File: config.mk
export PLATFORM = sky130hd
export DESIGN_NAME = epoch_seconds_to_civil_date_unit
export DESIGN_NICKNAME = d
export VERILOG_FILES = /design/src/rtl/ecd_pkg.sv /design/src/rtl/ecd_div.sv /design/src/rtl/ecd_dp.sv /design/src/rtl/ecd_ctrl.sv /design/src/rtl/epoch_seconds_to_civil_date_unit.sv
export SDC_FILE = /design/constraint.sdc
export NUM_CORES = 2
export LEC_CHECK = 0
export ABC_AREA = 1
export BUFFER_PORTS_ARGS = -buffer_cell sky130_fd_sc_hd__clkbuf_2
export CELL_PAD_IN_SITES_DETAIL_PLACEMENT = 0
export CELL_PAD_IN_SITES_GLOBAL_PLACEMENT = 1
export CORE_MARGIN = 4
export CORE_UTILIZATION = 45
export DETAILED_ROUTE_END_ITERATION = 8
export HOLD_SLACK_MARGIN = 0.12
export PLACE_DENSITY_LB_ADDON = 0.1
export SYNTH_ARGS = -nofsm -noshare
export SYNTH_HDL_FRONTEND = slang
export SYNTH_HIERARCHICAL = 1
export SYNTH_SLANG_ARGS = --single-unit
File: constraint.sdc
create_clock -name clk -period 8.8 [get_ports clk]
set_clock_uncertainty 0.1 [all_clocks]
set_input_delay 0.88 -clock clk [delete_from_list [all_inputs] [get_ports clk]]
set_output_delay 0.88 -clock clk [all_outputs]
set_load 0.02 [all_outputs]
File: src/rtl/ecd_pkg.sv
// ----------------------------------------------------------------------------
// ecd_pkg
// Shared types, constants and tables of the epoch-to-civil-date converter.
// ----------------------------------------------------------------------------
package ecd_pkg;

    localparam int SECONDS_BITS_DEF = 40;
    localparam int OFFSET_W         = 18;
    localparam int NS_W             = 30;
    localparam int DIVISOR_W        = 18;
    localparam int SMALL_W          = 18;
    localparam int OUT_W            = 88;
    localparam int DIGIT_W          = 14;
    localparam int RECIP_W          = 32;

    localparam logic [30:0] NS_PER_SEC  = 31'd1000000000;
    localparam int          CIVIL_SHIFT = 719468;

    typedef enum logic [3:0] {
        OP_DAYS,
        OP_ERA,
        OP_Y1460,
        OP_Y36524,
        OP_Y146096,
        OP_YOE,
        OP_Y100,
        OP_MP,
        OP_WD,
        OP_HR,
        OP_MN
    } div_op_t;

    typedef enum logic [2:0] {
        ST_IDLE,
        ST_NORM,
        ST_START,
        ST_RUN,
        ST_STORE,
        ST_FIN1,
        ST_FIN2
    } ctrl_state_t;

    typedef struct packed {
        logic    load;
        logic    ns_step;
        logic    div_start;
        logic    store;
        logic    fin1;
        logic    fin2;
        div_op_t op;
    } dp_cmd_t;

    typedef struct packed {
        logic ns_fix;
        logic div_done;
        logic out_busy;
    } dp_status_t;

    function automatic logic [DIVISOR_W-1:0] divisor_of(input div_op_t op);
        logic [DIVISOR_W-1:0] d;
        case (op)
            OP_DAYS:    d = 18'd86400;
            OP_ERA:     d = 18'd146097;
            OP_Y1460:   d = 18'd1460;
            OP_Y36524:  d = 18'd36524;
            OP_Y146096: d = 18'd146096;
            OP_YOE:     d = 18'd365;
            OP_Y100:    d = 18'd100;
            OP_MP:      d = 18'd153;
            OP_WD:      d = 18'd7;
            OP_HR:      d = 18'd3600;
            OP_MN:      d = 18'd60;
            default:    d = 18'd1;
        endcase
        return d;
    endfunction

    // floor(2^32 / divisor) for each operation
    function automatic logic [RECIP_W-1:0] recip_of(input div_op_t op);
        logic [RECIP_W-1:0] m;
        case (op)
            OP_DAYS:    m = 32'd49710;
            OP_ERA:     m = 32'd29398;
            OP_Y1460:   m = 32'd2941758;
            OP_Y36524:  m = 32'd117593;
            OP_Y146096: m = 32'd29398;
            OP_YOE:     m = 32'd11767033;
            OP_Y100:    m = 32'd42949672;
            OP_MP:      m = 32'd28071681;
            OP_WD:      m = 32'd613566756;
            OP_HR:      m = 32'd1193046;
            OP_MN:      m = 32'd71582788;
            default:    m = 32'hFFFF_FFFF;
        endcase
        return m;
    endfunction

    // first day of each month counted from March 1
    function automatic logic [8:0] march_start(input logic [3:0] mp);
        logic [8:0] s;
        case (mp)
            4'd0:    s = 9'd0;
            4'd1:    s = 9'd31;
            4'd2:    s = 9'd61;
            4'd3:    s = 9'd92;
            4'd4:    s = 9'd122;
            4'd5:    s = 9'd153;
            4'd6:    s = 9'd184;
            4'd7:    s = 9'd214;
            4'd8:    s = 9'd245;
            4'd9:    s = 9'd275;
            4'd10:   s = 9'd306;
            4'd11:   s = 9'd337;
            default: s = 9'd0;
        endcase
        return s;
    endfunction

    function automatic logic [8:0] days_before(input logic leap, input logic [3:0] mon);
        logic [8:0] s;
        case (mon)
            4'd0:    s = 9'd0;
            4'd1:    s = 9'd31;
            4'd2:    s = 9'd59;
            4'd3:    s = 9'd90;
            4'd4:    s = 9'd120;
            4'd5:    s = 9'd151;
            4'd6:    s = 9'd181;
            4'd7:    s = 9'd212;
            4'd8:    s = 9'd243;
            4'd9:    s = 9'd273;
            4'd10:   s = 9'd304;
            4'd11:   s = 9'd334;
            default: s = 9'd0;
        endcase
        if (leap && mon >= 4'd2)
        begin
            s = s + 9'd1;
        end
        return s;
    endfunction

endpackage

File: src/rtl/ecd_div.sv
// ----------------------------------------------------------------------------
// ecd_div
// Unsigned divider by a table constant, one 14-bit quotient digit at a time in
// two steps: reciprocal multiply, then remainder and one correction step.
// ----------------------------------------------------------------------------
module ecd_div
    import ecd_pkg::*;
#(
    parameter int DW = SECONDS_BITS_DEF + 2
)
(
    input  logic                 clk,
    input  logic                 rst_n,
    input  logic                 start,
    input  logic                 big,
    input  logic [DW-1:0]        dividend,
    input  logic [DIVISOR_W-1:0] divisor,
    input  logic [RECIP_W-1:0]   recip,
    output logic                 done,
    output logic [DW-1:0]        quo,
    output logic [DIVISOR_W-1:0] rem
);

    localparam int NB  = (DW + DIGIT_W - 1) / DIGIT_W;
    localparam int NS  = (SMALL_W + DIGIT_W - 1) / DIGIT_W;
    localparam int PW  = NB * DIGIT_W;
    localparam int VW  = DIVISOR_W + DIGIT_W;
    localparam int PRW = VW + RECIP_W;
    localparam int CW  = $clog2(NB + 1);

    logic [CW-1:0]        cnt_reg, cnt_next;
    logic                 phase_reg, phase_next;
    logic [PW-1:0]        quo_reg, quo_next;
    logic [DIVISOR_W-1:0] rem_reg, rem_next;
    logic [DIVISOR_W-1:0] div_reg, div_next;
    logic [RECIP_W-1:0]   recip_reg, recip_next;
    logic [DIGIT_W-1:0]   qd_reg, qd_next;
    logic [VW-1:0]        v;
    logic [PRW-1:0]       prod;
    logic [VW-1:0]        back, r0, r1;
    logic                 fits;

    assign v    = {rem_reg, quo_reg[PW-1 -: DIGIT_W]};
    assign prod = PRW'(v) * PRW'(recip_reg);
    assign back = VW'(qd_reg) * VW'(div_reg);
    assign r0   = v - back;
    assign fits = r0 >= VW'(div_reg);
    assign r1   = fits ? (r0 - VW'(div_reg)) : r0;

    always_comb
    begin
        cnt_next   = cnt_reg;
        phase_next = phase_reg;
        quo_next   = quo_reg;
        rem_next   = rem_reg;
        div_next   = div_reg;
        recip_next = recip_reg;
        qd_next    = qd_reg;
        if (start)
        begin
            div_next   = divisor;
            recip_next = recip;
            rem_next   = '0;
            phase_next = 1'b0;
            if (big)
            begin
                quo_next = PW'(dividend);
                cnt_next = CW'(NB);
            end
            else
            begin
                quo_next = {(NS * DIGIT_W)'(dividend[SMALL_W-1:0]),
                            {(PW - NS * DIGIT_W){1'b0}}};
                cnt_next = CW'(NS);
            end
        end
        else if (cnt_reg != '0)
        begin
            if (!phase_reg)
            begin
                qd_next    = prod[RECIP_W+DIGIT_W-1:RECIP_W];
                phase_next = 1'b1;
            end
            else
            begin
                rem_next   = r1[DIVISOR_W-1:0];
                quo_next   = {quo_reg[PW-DIGIT_W-1:0], qd_reg + DIGIT_W'(fits)};
                cnt_next   = cnt_reg - CW'(1);
                phase_next = 1'b0;
            end
        end
    end

    always_ff @(posedge clk or negedge rst_n)
    begin
        if (!rst_n)
        begin
            cnt_reg   <= '0;
            phase_reg <= 1'b0;
        end
        else
        begin
            cnt_reg   <= cnt_next;
            phase_reg <= phase_next;
        end
    end

    always_ff @(posedge clk)
    begin
        quo_reg   <= quo_next;
        rem_reg   <= rem_next;
        div_reg   <= div_next;
        recip_reg <= recip_next;
        qd_reg    <= qd_next;
    end

    assign done = (cnt_reg == '0);
    assign quo  = quo_reg[DW-1:0];
    assign rem  = rem_reg;

endmodule

File: src/rtl/ecd_dp.sv
// ----------------------------------------------------------------------------
// ecd_dp
// Datapath: sign and offset, nanosecond borrow, divider operands, date fields.
// ----------------------------------------------------------------------------
module ecd_dp
    import ecd_pkg::*;
#(
    parameter int SECONDS_BITS = SECONDS_BITS_DEF
)
(
    input  logic                clk,
    input  logic                rst_n,
    input  dp_cmd_t             cmd,
    output dp_status_t          status,
    input  logic [((1 + SECONDS_BITS + NS_W + 7) / 8) * 8 - 1:0] in_data,
    input  logic [OFFSET_W-1:0] offset,
    output logic                out_valid,
    input  logic                out_ready,
    output logic [OUT_W-1:0]    out_data
);

    localparam int DW = SECONDS_BITS + 2;

    logic [DW-1:0]        sec_reg, sec_next, z_reg;
    logic [30:0]          ns_reg, ns_next;
    logic [16:0]          sod_reg, era_reg, year_reg;
    logic [17:0]          doe_reg;
    logic [6:0]           t1_reg;
    logic [2:0]           t2_reg;
    logic                 t3_reg;
    logic [8:0]           yoe_reg, doy_reg, y400_reg;
    logic [3:0]           mp_reg, mon_reg;
    logic [4:0]           md_reg, hour_reg;
    logic [2:0]           wday_reg;
    logic [11:0]          sodr_reg;
    logic [5:0]           min_reg, secm_reg;
    logic                 out_valid_reg;
    logic [OUT_W-1:0]     out_reg;

    logic [DW-1:0]        sec_mag, z_mag, dvd, quo, q_fix;
    logic [SMALL_W-1:0]   small_dvd;
    logic [DIVISOR_W-1:0] divisor, rem, r_fix;
    logic [RECIP_W-1:0]   recip;
    logic                 big, div_done, dvd_neg, r_nz;
    logic [DW-1:0]        mag_in;
    logic [30:0]          ns_in;
    logic                 ns_hi, ns_lo;
    logic [3:0]           mon_calc;
    logic                 adj, leap;

    assign mag_in = DW'(in_data[SECONDS_BITS:1]);
    assign ns_in  = {1'b0, in_data[SECONDS_BITS+NS_W:SECONDS_BITS+1]};
    assign ns_hi  = $signed(ns_reg) >= $signed(NS_PER_SEC);
    assign ns_lo  = ns_reg[30];

    always_comb
    begin
        sec_next = sec_reg;
        ns_next  = ns_reg;
        if (cmd.load)
        begin
            sec_next = (in_data[0] ? (-mag_in) : mag_in) + DW'($signed(offset));
            ns_next  = in_data[0] ? (-ns_in) : ns_in;
        end
        else if (cmd.ns_step)
        begin
            if (ns_hi)
            begin
                ns_next  = ns_reg - NS_PER_SEC;
                sec_next = sec_reg + DW'(1);
            end
            else
            begin
                ns_next  = ns_reg + NS_PER_SEC;
                sec_next = sec_reg - DW'(1);
            end
        end
    end

    assign sec_mag = sec_reg[DW-1] ? (-sec_reg) : sec_reg;
    assign z_mag   = z_reg[DW-1] ? (-z_reg) : z_reg;
    assign divisor = divisor_of(cmd.op);
    assign recip   = recip_of(cmd.op);

    always_comb
    begin
        big       = 1'b0;
        small_dvd = doe_reg;
        case (cmd.op)
            OP_DAYS:    big = 1'b1;
            OP_ERA:     big = 1'b1;
            OP_Y1460:   small_dvd = doe_reg;
            OP_Y36524:  small_dvd = doe_reg;
            OP_Y146096: small_dvd = doe_reg;
            OP_YOE:     small_dvd = doe_reg - SMALL_W'(t1_reg) + SMALL_W'(t2_reg)
                                    - SMALL_W'(t3_reg);
            OP_Y100:    small_dvd = SMALL_W'(yoe_reg);
            OP_MP:      small_dvd = SMALL_W'(doy_reg) * SMALL_W'(5) + SMALL_W'(2);
            OP_WD:      small_dvd = doe_reg + SMALL_W'(3);
            OP_HR:      small_dvd = SMALL_W'(sod_reg);
            OP_MN:      small_dvd = SMALL_W'(sodr_reg);
            default:    small_dvd = doe_reg;
        endcase
        if (cmd.op == OP_DAYS)
        begin
            dvd = sec_mag;
        end
        else if (cmd.op == OP_ERA)
        begin
            dvd = z_mag;
        end
        else
        begin
            dvd = DW'(small_dvd);
        end
    end

    ecd_div #(.DW(DW)) u_div (
        .clk      (clk),
        .rst_n    (rst_n),
        .start    (cmd.div_start),
        .big      (big),
        .dividend (dvd),
        .divisor  (divisor),
        .recip    (recip),
        .done     (div_done),
        .quo      (quo),
        .rem      (rem)
    );

    assign dvd_neg = (cmd.op == OP_DAYS) ? sec_reg[DW-1] : z_reg[DW-1];
    assign r_nz    = (rem != '0);
    assign q_fix   = dvd_neg ? (r_nz ? ~quo : -quo) : quo;
    assign r_fix   = dvd_neg ? (r_nz ? divisor - rem : '0) : rem;

    assign mon_calc = (mp_reg < 4'd10) ? mp_reg + 4'd2 : mp_reg - 4'd10;
    assign adj      = (mp_reg >= 4'd10);
    assign leap     = (y400_reg[1:0] == 2'd0) && (y400_reg != 9'd100)
                      && (y400_reg != 9'd200) && (y400_reg != 9'd300);

    always_ff @(posedge clk)
    begin
        sec_reg <= sec_next;
        ns_reg  <= ns_next;
        if (cmd.store)
        begin
            case (cmd.op)
                OP_DAYS:
                begin
                    z_reg   <= q_fix + DW'(CIVIL_SHIFT);
                    sod_reg <= r_fix[16:0];
                end
                OP_ERA:
                begin
                    era_reg <= q_fix[16:0];
                    doe_reg <= r_fix;
                end
                OP_Y1460:   t1_reg  <= quo[6:0];
                OP_Y36524:  t2_reg  <= quo[2:0];
                OP_Y146096: t3_reg  <= quo[0];
                OP_YOE:     yoe_reg <= quo[8:0];
                OP_Y100:
                    doy_reg <= 9'(doe_reg - (SMALL_W'(yoe_reg) * SMALL_W'(365)
                               + SMALL_W'(yoe_reg[8:2]) - SMALL_W'(quo[2:0])));
                OP_MP:      mp_reg  <= quo[3:0];
                OP_WD:      wday_reg <= rem[2:0];
                OP_HR:
                begin
                    hour_reg <= quo[4:0];
                    sodr_reg <= rem[11:0];
                end
                OP_MN:
                begin
                    min_reg  <= quo[5:0];
                    secm_reg <= rem[5:0];
                end
                default:
                begin
                    mp_reg <= mp_reg;
                end
            endcase
        end
        if (cmd.fin1)
        begin
            mon_reg  <= mon_calc;
            md_reg   <= 5'(doy_reg - march_start(mp_reg));
            y400_reg <= yoe_reg + 9'(adj);
            year_reg <= 17'(yoe_reg) + 17'(adj) + era_reg * 17'd400;
        end
        if (cmd.fin2)
        begin
            out_reg <= {3'b000, ns_reg[NS_W-1:0], secm_reg, min_reg, hour_reg, wday_reg,
                        md_reg, mon_reg, days_before(leap, mon_reg) + 9'(md_reg),
                        year_reg};
        end
    end

    always_ff @(posedge clk or negedge rst_n)
    begin
        if (!rst_n)
        begin
            out_valid_reg <= 1'b0;
        end
        else if (cmd.fin2)
        begin
            out_valid_reg <= 1'b1;
        end
        else if (out_ready)
        begin
            out_valid_reg <= 1'b0;
        end
    end

    assign status.ns_fix   = ns_hi || ns_lo;
    assign status.div_done = div_done;
    assign status.out_busy = out_valid_reg && !out_ready;
    assign out_valid       = out_valid_reg;
    assign out_data        = out_reg;

endmodule

File: src/rtl/ecd_ctrl.sv
// ----------------------------------------------------------------------------
// ecd_ctrl
// Sequencer: accepts a beat, steps the divider through its operations.
// ----------------------------------------------------------------------------
module ecd_ctrl
    import ecd_pkg::*;
(
    input  logic       clk,
    input  logic       rst_n,
    input  logic       in_valid,
    output logic       in_ready,
    input  dp_status_t status,
    output dp_cmd_t    cmd
);

    ctrl_state_t state_reg, state_next;
    div_op_t     op_reg, op_next;

    always_ff @(posedge clk or negedge rst_n)
    begin
        if (!rst_n)
        begin
            state_reg <= ST_IDLE;
            op_reg    <= OP_DAYS;
        end
        else
        begin
            state_reg <= state_next;
            op_reg    <= op_next;
        end
    end

    always_comb
    begin
        state_next    = state_reg;
        op_next       = op_reg;
        in_ready      = 1'b0;
        cmd           = '0;
        cmd.op        = op_reg;
        case (state_reg)
            ST_IDLE:
            begin
                in_ready = 1'b1;
                if (in_valid)
                begin
                    cmd.load   = 1'b1;
                    op_next    = OP_DAYS;
                    state_next = ST_NORM;
                end
            end
            ST_NORM:
            begin
                if (status.ns_fix)
                begin
                    cmd.ns_step = 1'b1;
                end
                else
                begin
                    state_next = ST_START;
                end
            end
            ST_START:
            begin
                cmd.div_start = 1'b1;
                state_next    = ST_RUN;
            end
            ST_RUN:
            begin
                if (status.div_done)
                begin
                    state_next = ST_STORE;
                end
            end
            ST_STORE:
            begin
                cmd.store = 1'b1;
                if (op_reg == OP_MN)
                begin
                    state_next = ST_FIN1;
                end
                else
                begin
                    op_next    = div_op_t'(op_reg + 4'd1);
                    state_next = ST_START;
                end
            end
            ST_FIN1:
            begin
                cmd.fin1   = 1'b1;
                state_next = ST_FIN2;
            end
            ST_FIN2:
            begin
                if (!status.out_busy)
                begin
                    cmd.fin2   = 1'b1;
                    state_next = ST_IDLE;
                end
            end
            default:
            begin
                state_next = ST_IDLE;
            end
        endcase
    end

endmodule

File: src/rtl/epoch_seconds_to_civil_date_unit.sv
// ----------------------------------------------------------------------------
// epoch_seconds_to_civil_date_unit
// Converts a signed epoch time to a Gregorian date and time of day.
// ----------------------------------------------------------------------------
// One input beat on s_axis carries sign, seconds and nanoseconds; one result
// beat on m_axis carries year, day of year, month, day, weekday and time.
// cfg_wr_en/cfg_wr_data write the UTC offset; write it only while idle.
// From acceptance to m_tvalid an item goes through zero to two nanosecond
// borrow steps and eleven divisions on the shared constant divider, which
// yields one 14-bit quotient digit at a time: ceil((SECONDS_BITS + 2) / 14)
// digits for the first two divisions and two digits for each of the others.
// s_tready is high only while no item is in flight. A finished result waits
// in the output register; the next item is accepted meanwhile, and its
// result is held back until m_tready frees that register.
// Reset clears the offset to zero, empties the output and returns to idle.
// ----------------------------------------------------------------------------
module epoch_seconds_to_civil_date_unit
    import ecd_pkg::*;
#(
    parameter int SECONDS_BITS = SECONDS_BITS_DEF
)
(
    input  logic                clk,
    input  logic                rst_n,
    input  logic                cfg_wr_en,
    input  logic [OFFSET_W-1:0] cfg_wr_data,   // utc_offset_seconds
    input  logic                s_tvalid,
    output logic                s_tready,
    // is_negative, seconds_magnitude, nanoseconds_magnitude
    input  logic [((1 + SECONDS_BITS + NS_W + 7) / 8) * 8 - 1:0] s_tdata,
    output logic                m_tvalid,
    input  logic                m_tready,
    // year, day_of_year, month_index, day_of_month, weekday, hour_of_day,
    // minute_of_hour, second_of_minute, nanosecond_of_second
    output logic [OUT_W-1:0]    m_tdata
);

    logic [OFFSET_W-1:0] offset_reg;
    dp_cmd_t             cmd;
    dp_status_t          status;

    always_ff @(posedge clk or negedge rst_n)
    begin
        if (!rst_n)
        begin
            offset_reg <= '0;
        end
        else if (cfg_wr_en)
        begin
            offset_reg <= cfg_wr_data;
        end
    end

    ecd_ctrl u_ctrl (
        .clk      (clk),
        .rst_n    (rst_n),
        .in_valid (s_tvalid),
        .in_ready (s_tready),
        .status   (status),
        .cmd      (cmd)
    );

    ecd_dp #(.SECONDS_BITS(SECONDS_BITS)) u_dp (
        .clk       (clk),
        .rst_n     (rst_n),
        .cmd       (cmd),
        .status    (status),
        .in_data   (s_tdata),
        .offset    (offset_reg),
        .out_valid (m_tvalid),
        .out_ready (m_tready),
        .out_data  (m_tdata)
    );

    a_one_in_flight: assert property (@(posedge clk) disable iff (!rst_n)
        s_tvalid && s_tready |=> !s_tready)
        else $error("second item accepted while busy");

    a_month_range: assert property (@(posedge clk) disable iff (!rst_n)
        m_tvalid |-> (m_tdata[29:26] <= 4'd11) && (m_tdata[34:30] <= 5'd30))
        else $error("month or day out of range");

    a_time_range: assert property (@(posedge clk) disable iff (!rst_n)
        m_tvalid |-> (m_tdata[42:38] <= 5'd23) && (m_tdata[84:55] < 30'd1000000000))
        else $error("hour or nanosecond out of range");

endmodule

Word-level counts from Yosys, hierarchy flattened
Memories as Yosys holds them, arrays and structs flattened. A register that Yosys moved wholly into a read port is not among the register bits.
Index checks and enable logic that the tools add are counted.

storage, ports and cells
  logic and storage cells = 200
  output and inout port bits = 90
  register bits after elaboration = 473
  input port bits = 95
  bits in read-only memories = 1088
  memories kept = 4

memories
  memory            depth  bits a word  rd ports  clocked after memory_dff  wr ports  RTL line        text
  (name not given)  16     32           1         1                         0         ecd_pkg.sv:81   case (op)
  (name not given)  16     18           1         0                         0         ecd_pkg.sv:61   case (op)
  (name not given)  16     9            1         1                         0         ecd_pkg.sv:101  case (mp)
  (name not given)  16     9            1         1                         0         ecd_pkg.sv:121  case (mon)

cells by class
  equal/unequal tests = 24
  magnitude comparators = 5
  reductions and logical operators = 35
  multiplexer cells = 59
  bitwise operators = 3
  multiply operators = 5
  $add $sub $neg = 33

operators with widths
  cell                      number
  $mux W42                  14
  $neg A42 Y42              3
  $mux W31                  4
  $pmux W18 S6              1
  $mux W18                  3
  $mul A32 B32 Y46          1
  $add A42 B1 Y42 const B   1
  $add A42 B20 Y42 const B  1
  $add A42 B42 Y42          1
  $neg A40 Y42              1
  $not A42 Y42              1
  $sub A42 B1 Y42 const B   1
  $sub A18 B18 Y18          2
  $ge A32 B18 Y1            1
  $mul A14 B18 Y32          1
  $sub A32 B32 Y32          1
  $add A31 B30 Y31 const B  1
  $ge A31 B31 Y1 const B    1
  $neg A30 Y31              1
  $sub A31 B30 Y31 const B  1
  $mux W9                   3
  $reduce_and A2 Y1         13
  $pmux W3 S7               1
  $mux W4                   5
  other kinds (54)          101

Depth between registers and ports, before layout
  depth after elaboration = 9
  depth in mapped cells = 51
  depth with buffers taken out = 48

Cells and area by module
The synthesis kept the hierarchy.

modules (own cells, without submodules)
  module                            area an instance (µm²)  sequential area each (µm²)  instances  cells an instance
  ecd_div                           42543.3                 3618.5                      1          5307
  ecd_dp                            32612.5                 10635.2                     1          4441
  epoch_seconds_to_civil_date_unit  710.7                   450.4                       1          76
  ecd_ctrl                          568.0                   175.2                       1          83

Least setup slack after synthesis
OpenSTA, ideal clock, no wires.

  path type = input to register
  from = input port m_tready
  to = register u_dp.out_valid_reg, in the netlist u_dp/out_valid
  buffers on the path = 0
  required time = 8.587 ns
  stages on the path = 3
  setup slack = -1.201 ns
  arrival time = 9.789 ns
  setup time = 0.113 ns
  cell sequence = nor2_1 nor4_1 or2_2

RTL lines
  element               RTL line                                text
  start, declared       epoch_seconds_to_civil_date_unit.sv:32  input logic m_tready,
  end signal, assigned  ecd_dp.sv:202                           out_valid_reg <= 1'b0;
  end signal, assigned  ecd_dp.sv:206                           out_valid_reg <= 1'b1;
  end signal, assigned  ecd_dp.sv:210                           out_valid_reg <= 1'b0;
  end, declared         ecd_dp.sv:37                            logic out_valid_reg;

Final worst setup path
  from = register u_dp.u_div.div_reg[8]
  to = register u_dp.u_div.quo_reg[10], in the netlist u_dp/u_div/quo[10], data pin

on the way
  word-level cells in the longest chain between the ends = 7

RTL lines
  element                      RTL line        text
  start, declared              ecd_div.sv:35   logic [DIVISOR_W-1:0] div_reg, div_next;
  start signal, assigned       ecd_div.sv:112  div_reg <= div_next;
  $mul A14 B18 Y32             ecd_div.sv:45   assign back = VW'(qd_reg) * VW'(div_reg);
  $sub A32 B32 Y32             ecd_div.sv:46   assign r0 = v - back;
  $ge A32 B18 Y1 (*)           ecd_div.sv:47   assign fits = r0 >= VW'(div_reg);
  $add A14 B1 Y14 (*)          ecd_div.sv:87   quo_next = {quo_reg[PW-DIGIT_W-1:0], qd_reg + DIGIT_W'(fits)};
  $mux W42 (*)                 ecd_div.sv:79   if (!phase_reg)
  $mux W42 (*)                 ecd_div.sv:77   else if (cnt_reg != '0)
  $mux W42 (*)                 ecd_div.sv:59   if (start)
  net u_dp.u_div.quo_next[10]  ecd_div.sv:33   logic [PW-1:0] quo_reg, quo_next;
  end signal, assigned         ecd_div.sv:110  quo_reg <= quo_next;
  end, declared                ecd_div.sv:33

The timed path passes the listed nets; every way through them passes the cells marked *. The select of a mux whose other input is x is not followed.
A chain may end at the register's enable or synchronous reset.

==> impl_metrics.py <==
metrics = {
    "final_layout": {
        "multi_input_area_um2": 52400,
        "area_growth_pct": 10.3,
        "final_area_um2": 84300,
        "antenna_cells": 0,
        "fin_nets": 11800,
        "final_layout_size_suffix_gt1_frac": 0.0854,
        "largest_reg_flops": 85,
        "stdcell_count": 12400,
        "fillers": 16600,
        "seq_area_um2": 14900,
    },
    "drt": {
        "wl_per_cell_um": 21.0,
        "top_layer": "met4",
        "wl_met1_mm": 119,
        "dr_total_vias": 65100,
        "wl_met3_mm": 17.7,
        "firstDrtPassIters": 7,
        "met2_length_mm": 116,
        "routed_wl_mm": 261,
        "ant_nets": 0,
        "drcViolationCount": 0,
        "via_per_inst": 5.24,
        "drt_iter0_drc": 5140,
    },
    "floorplan": {
        "die_x_um": 420,
        "die_h_um": 420,
        "rows": 150,
        "dieArea_um2": 177000,
        "initial_core_util": 0.455,
        "coreArea_um2": 168000,
        "ioPinCount": 185,
    },
    "worst_setup_path": {
        "crit_fanout": 3,
        "cp_slowest_cell": "fa_1",
        "cp_top_family": "adder cells",
        "critPathBufInv": 11,
        "crit_path_end_kind": "flop",
        "required_ps": 9150,
        "critPathLaunchType": "flop",
        "criticalPathCategory": "reg -> reg",
        "cp_data_arrival_time_ps": 8950,
        "max_stage_delay_ps": 560,
    },
    "placement": {
        "hpwl_mm": 213,
        "placed_area_um2": 81100,
        "place.gp.congestion": 0.943,
        "place_inst": 12300,
        "place.port_buffers": 180,
    },
    "cts": {
        "cts-root-buf": "clkbuf_16",
        "clk_latency_ps": 700,
        "max-clock-path-buffers": 3,
        "htreeDepth": 3,
        "cts_tree": "built",
        "cts_buffers": 68,
        "cts.reportedPaths.clkPinSlew_ps": 60,
        "cts.sinks": 511,
    },
    "synthesis": {
        "synthArstFlopShare": 0.0568,
        "netlist_instances": 9907,
        "synth-seq-cells": 511,
        "ys.flop_type": "edfxtp_1",
        "ys_seq_area_frac": 0.195,
        "syn_area_um2": 76400,
        "synth.top_cell.area_share": 0.264,
        "synth_area_per_cell_um2": 7.72,
        "yosysMostFrequentCell": "nand2_1",
        "yosys_warnings": 6,
        "ys_top_cells_by_count": "nand2_1, inv_1, fa_1, nor2_1, ha_1",
        "synthDistinctLibCells": 71,
        "post-synth-top-area-cell": "fa_1",
        "synth-edff-count": 450,
        "synth_area_leaders": "fa_1, edfxtp_1, nand2_1, inv_1, ha_1",
    },
    "global_route": {
        "grt_pass1_vias": 65500,
        "grt_antenna_before_repair": 0,
        "track_usage": 0.299,
        "grt_pass1_wl_mm": 400,
        "grt_overflow_total": 0,
        "grt_max_degree": 65,
    },
    "timing": {
        "min_period_ps": 8600,
        "whs_ps": 217,
        "period_share": 0.977,
        "tightest_slew_ps": 1200,
        "rsz0062_at_grt": "true",
        "finalMaxSlewViolations": 0,
        "hold_viol": 0,
        "max_slew_margin": 0.194,
        "max_clock_freq_mhz": 116,
        "setup_viol": 0,
    },
    "pwr": {
        "seqPwrFrac": 0.433,
        "power_frac_comb": 0.072,
        "ir_worst_vdd_mv": 0.123,
        "powerDensity_nw_per_um2": 71.5,
        "p_switching_mw": 1.53,
        "switching_share": 0.254,
        "p_int_mw": 4.50,
        "power_leakage_nw": 44.5,
        "power.share.clock": 0.495,
    },
    "status": {
        "outcome": "complete, no violations",
    },
    "flow_run": {
        "cap_violations": 0,
    },
    "worst_hold_path": {
        "hold_class": "in -> async",
    },
}
-- cell usage in the layout, fill, tap and decap left out, types with 13 or more instances in the layout --
master     Yosys  routed
nand2_1     2531    2503
inv_1       2182    2158
fa_1        1007    1003
nor2_1       629     620
ha_1         555     542
edfxtp_1     450     450
o21ai_0      442     441
a21oi_1      430     429
nand3_1      329     328
buf_4          9     311
xor2_1       186     182
clkbuf_2       0     180
xnor2_1      112     112
nor3_1       110     105
nand4_1       73      73
clkbuf_16      0      70
inv_2         32      55
nand2_2       31      53
nor4_1        39      36
a31oi_1       36      36
dfrtp_1       29      29
o211ai_1      28      28
o22ai_1       26      26
dfxtp_1       32      26
nor2_2        20      24
or2_2         23      23
o21bai_1      24      22
a21o_1        22      22
buf_6          8      22
nand3b_1      21      21
o31ai_1       19      19
o21ai_1       18      18
o21a_1        18      18
clkinv_1       7      16
a211oi_1      16      16
ha_4           0      13
-- final cells by class --
type,instances,share of cell area
Clock inverter,47,0.00673
Sequential cell,511,0.176
Clock buffer,76,0.0212
Tap cell,2204,0.0327
Inverter,2222,0.0990
Multi-Input combinational cell,6856,0.621
Timing Repair Buffer,519,0.0427
-- cells by family (layout without fill, tap and decap cells) --
| family | after synthesis | in the layout | synth area share |
|---|---|---|---|
| adder cells (fa/ha/maj) | 1562 | 1562 | 0.355 |
| multiplexers | 1 | 1 | 0.000131 |
| other | 1 | 3 | 0.0000491 |
| buffers and inverters | 2542 | 2864 | 0.127 |
| AO/OA/AOI/OAI | 1135 | 1135 | 0.0821 |
| AND/OR/NAND/NOR | 3857 | 3857 | 0.208 |
| flip-flops | 511 | 511 | 0.195 |
| XOR/XNOR | 298 | 298 | 0.0341 |
-- through the flow --
| step | worst slack, ps | util | setup TNS [ps] | power, mW |
|---|---|---|---|---|
| floorplan | 3.56 | - | 0 | 2.95 |
| global placement | -172 | 0.483 | -363 | 3.09 |
| detailed placement | -255 | 0.483 | -680 | 3.09 |
| CTS | 1.38 | 0.499 | 0 | 6.11 |
| global route | -151 | 0.502 | -341 | 6.26 |
| finish | 205 | 0.502 | 0 | 6.03 |
-- power by group through the flow --
stage | Sequential [mW] | Clock, mW | Combinational, mW
6_report | 2.62 | 2.99 | 0.433
5_1_grt | 2.62 | 3.15 | 0.491
4_1_cts | 2.62 | 3.06 | 0.431
3_5_place_dp | 2.67 | 0 | 0.429
3_3_place_gp | 2.67 | 0 | 0.429
2_1_floorplan | 2.66 | 0 | 0.287
-- metal layers --
metal,up-vias,global-route usage
met5,-,0
met1,31700,0.428
met3,314,0.0432
met2,2083,0.470
met4,0,0.0894
li1,31000,-
-- final timing paths --
| path | cells after the start | start | slack, ps | end |
|---|---|---|---|---|
| hold / removal | 1 | rst_n | 220 | offset_reg[16]$_DFFE_PN0P_ |
| max in group asynchronous | 1 | rst_n | 7810 | offset_reg[4]$_DFFE_PN0P_ |
| setup reg to reg | 47 | u_dp/u_div/div_reg[8]$_DFFE_PP_ | 200 | u_dp/u_div/quo[10]$_DFFE_PP_ |
| setup / recovery | 47 | u_dp/u_div/div_reg[8]$_DFFE_PP_ | 200 | u_dp/u_div/quo[10]$_DFFE_PP_ |
| min in group clk | 0 | u_dp/year_reg[12]$_DFFE_PP_ | 300 | u_dp/out_data[12]$_DFFE_PP_ |
| hold reg to reg | 0 | u_dp/year_reg[12]$_DFFE_PP_ | 300 | u_dp/out_data[12]$_DFFE_PP_ |
-- what timing repair did --
action                                  4_1_cts  5_1_grt
endpoints found under the setup margin        4        8
pin swaps                                    37       66
buffers inserted                             20       26
hold buffers                                  0        0
gates cloned                                  0        0
gates resized for setup                      36      100
hold endpoints to repair                      0        0
(Power assumes the default switching activity.)
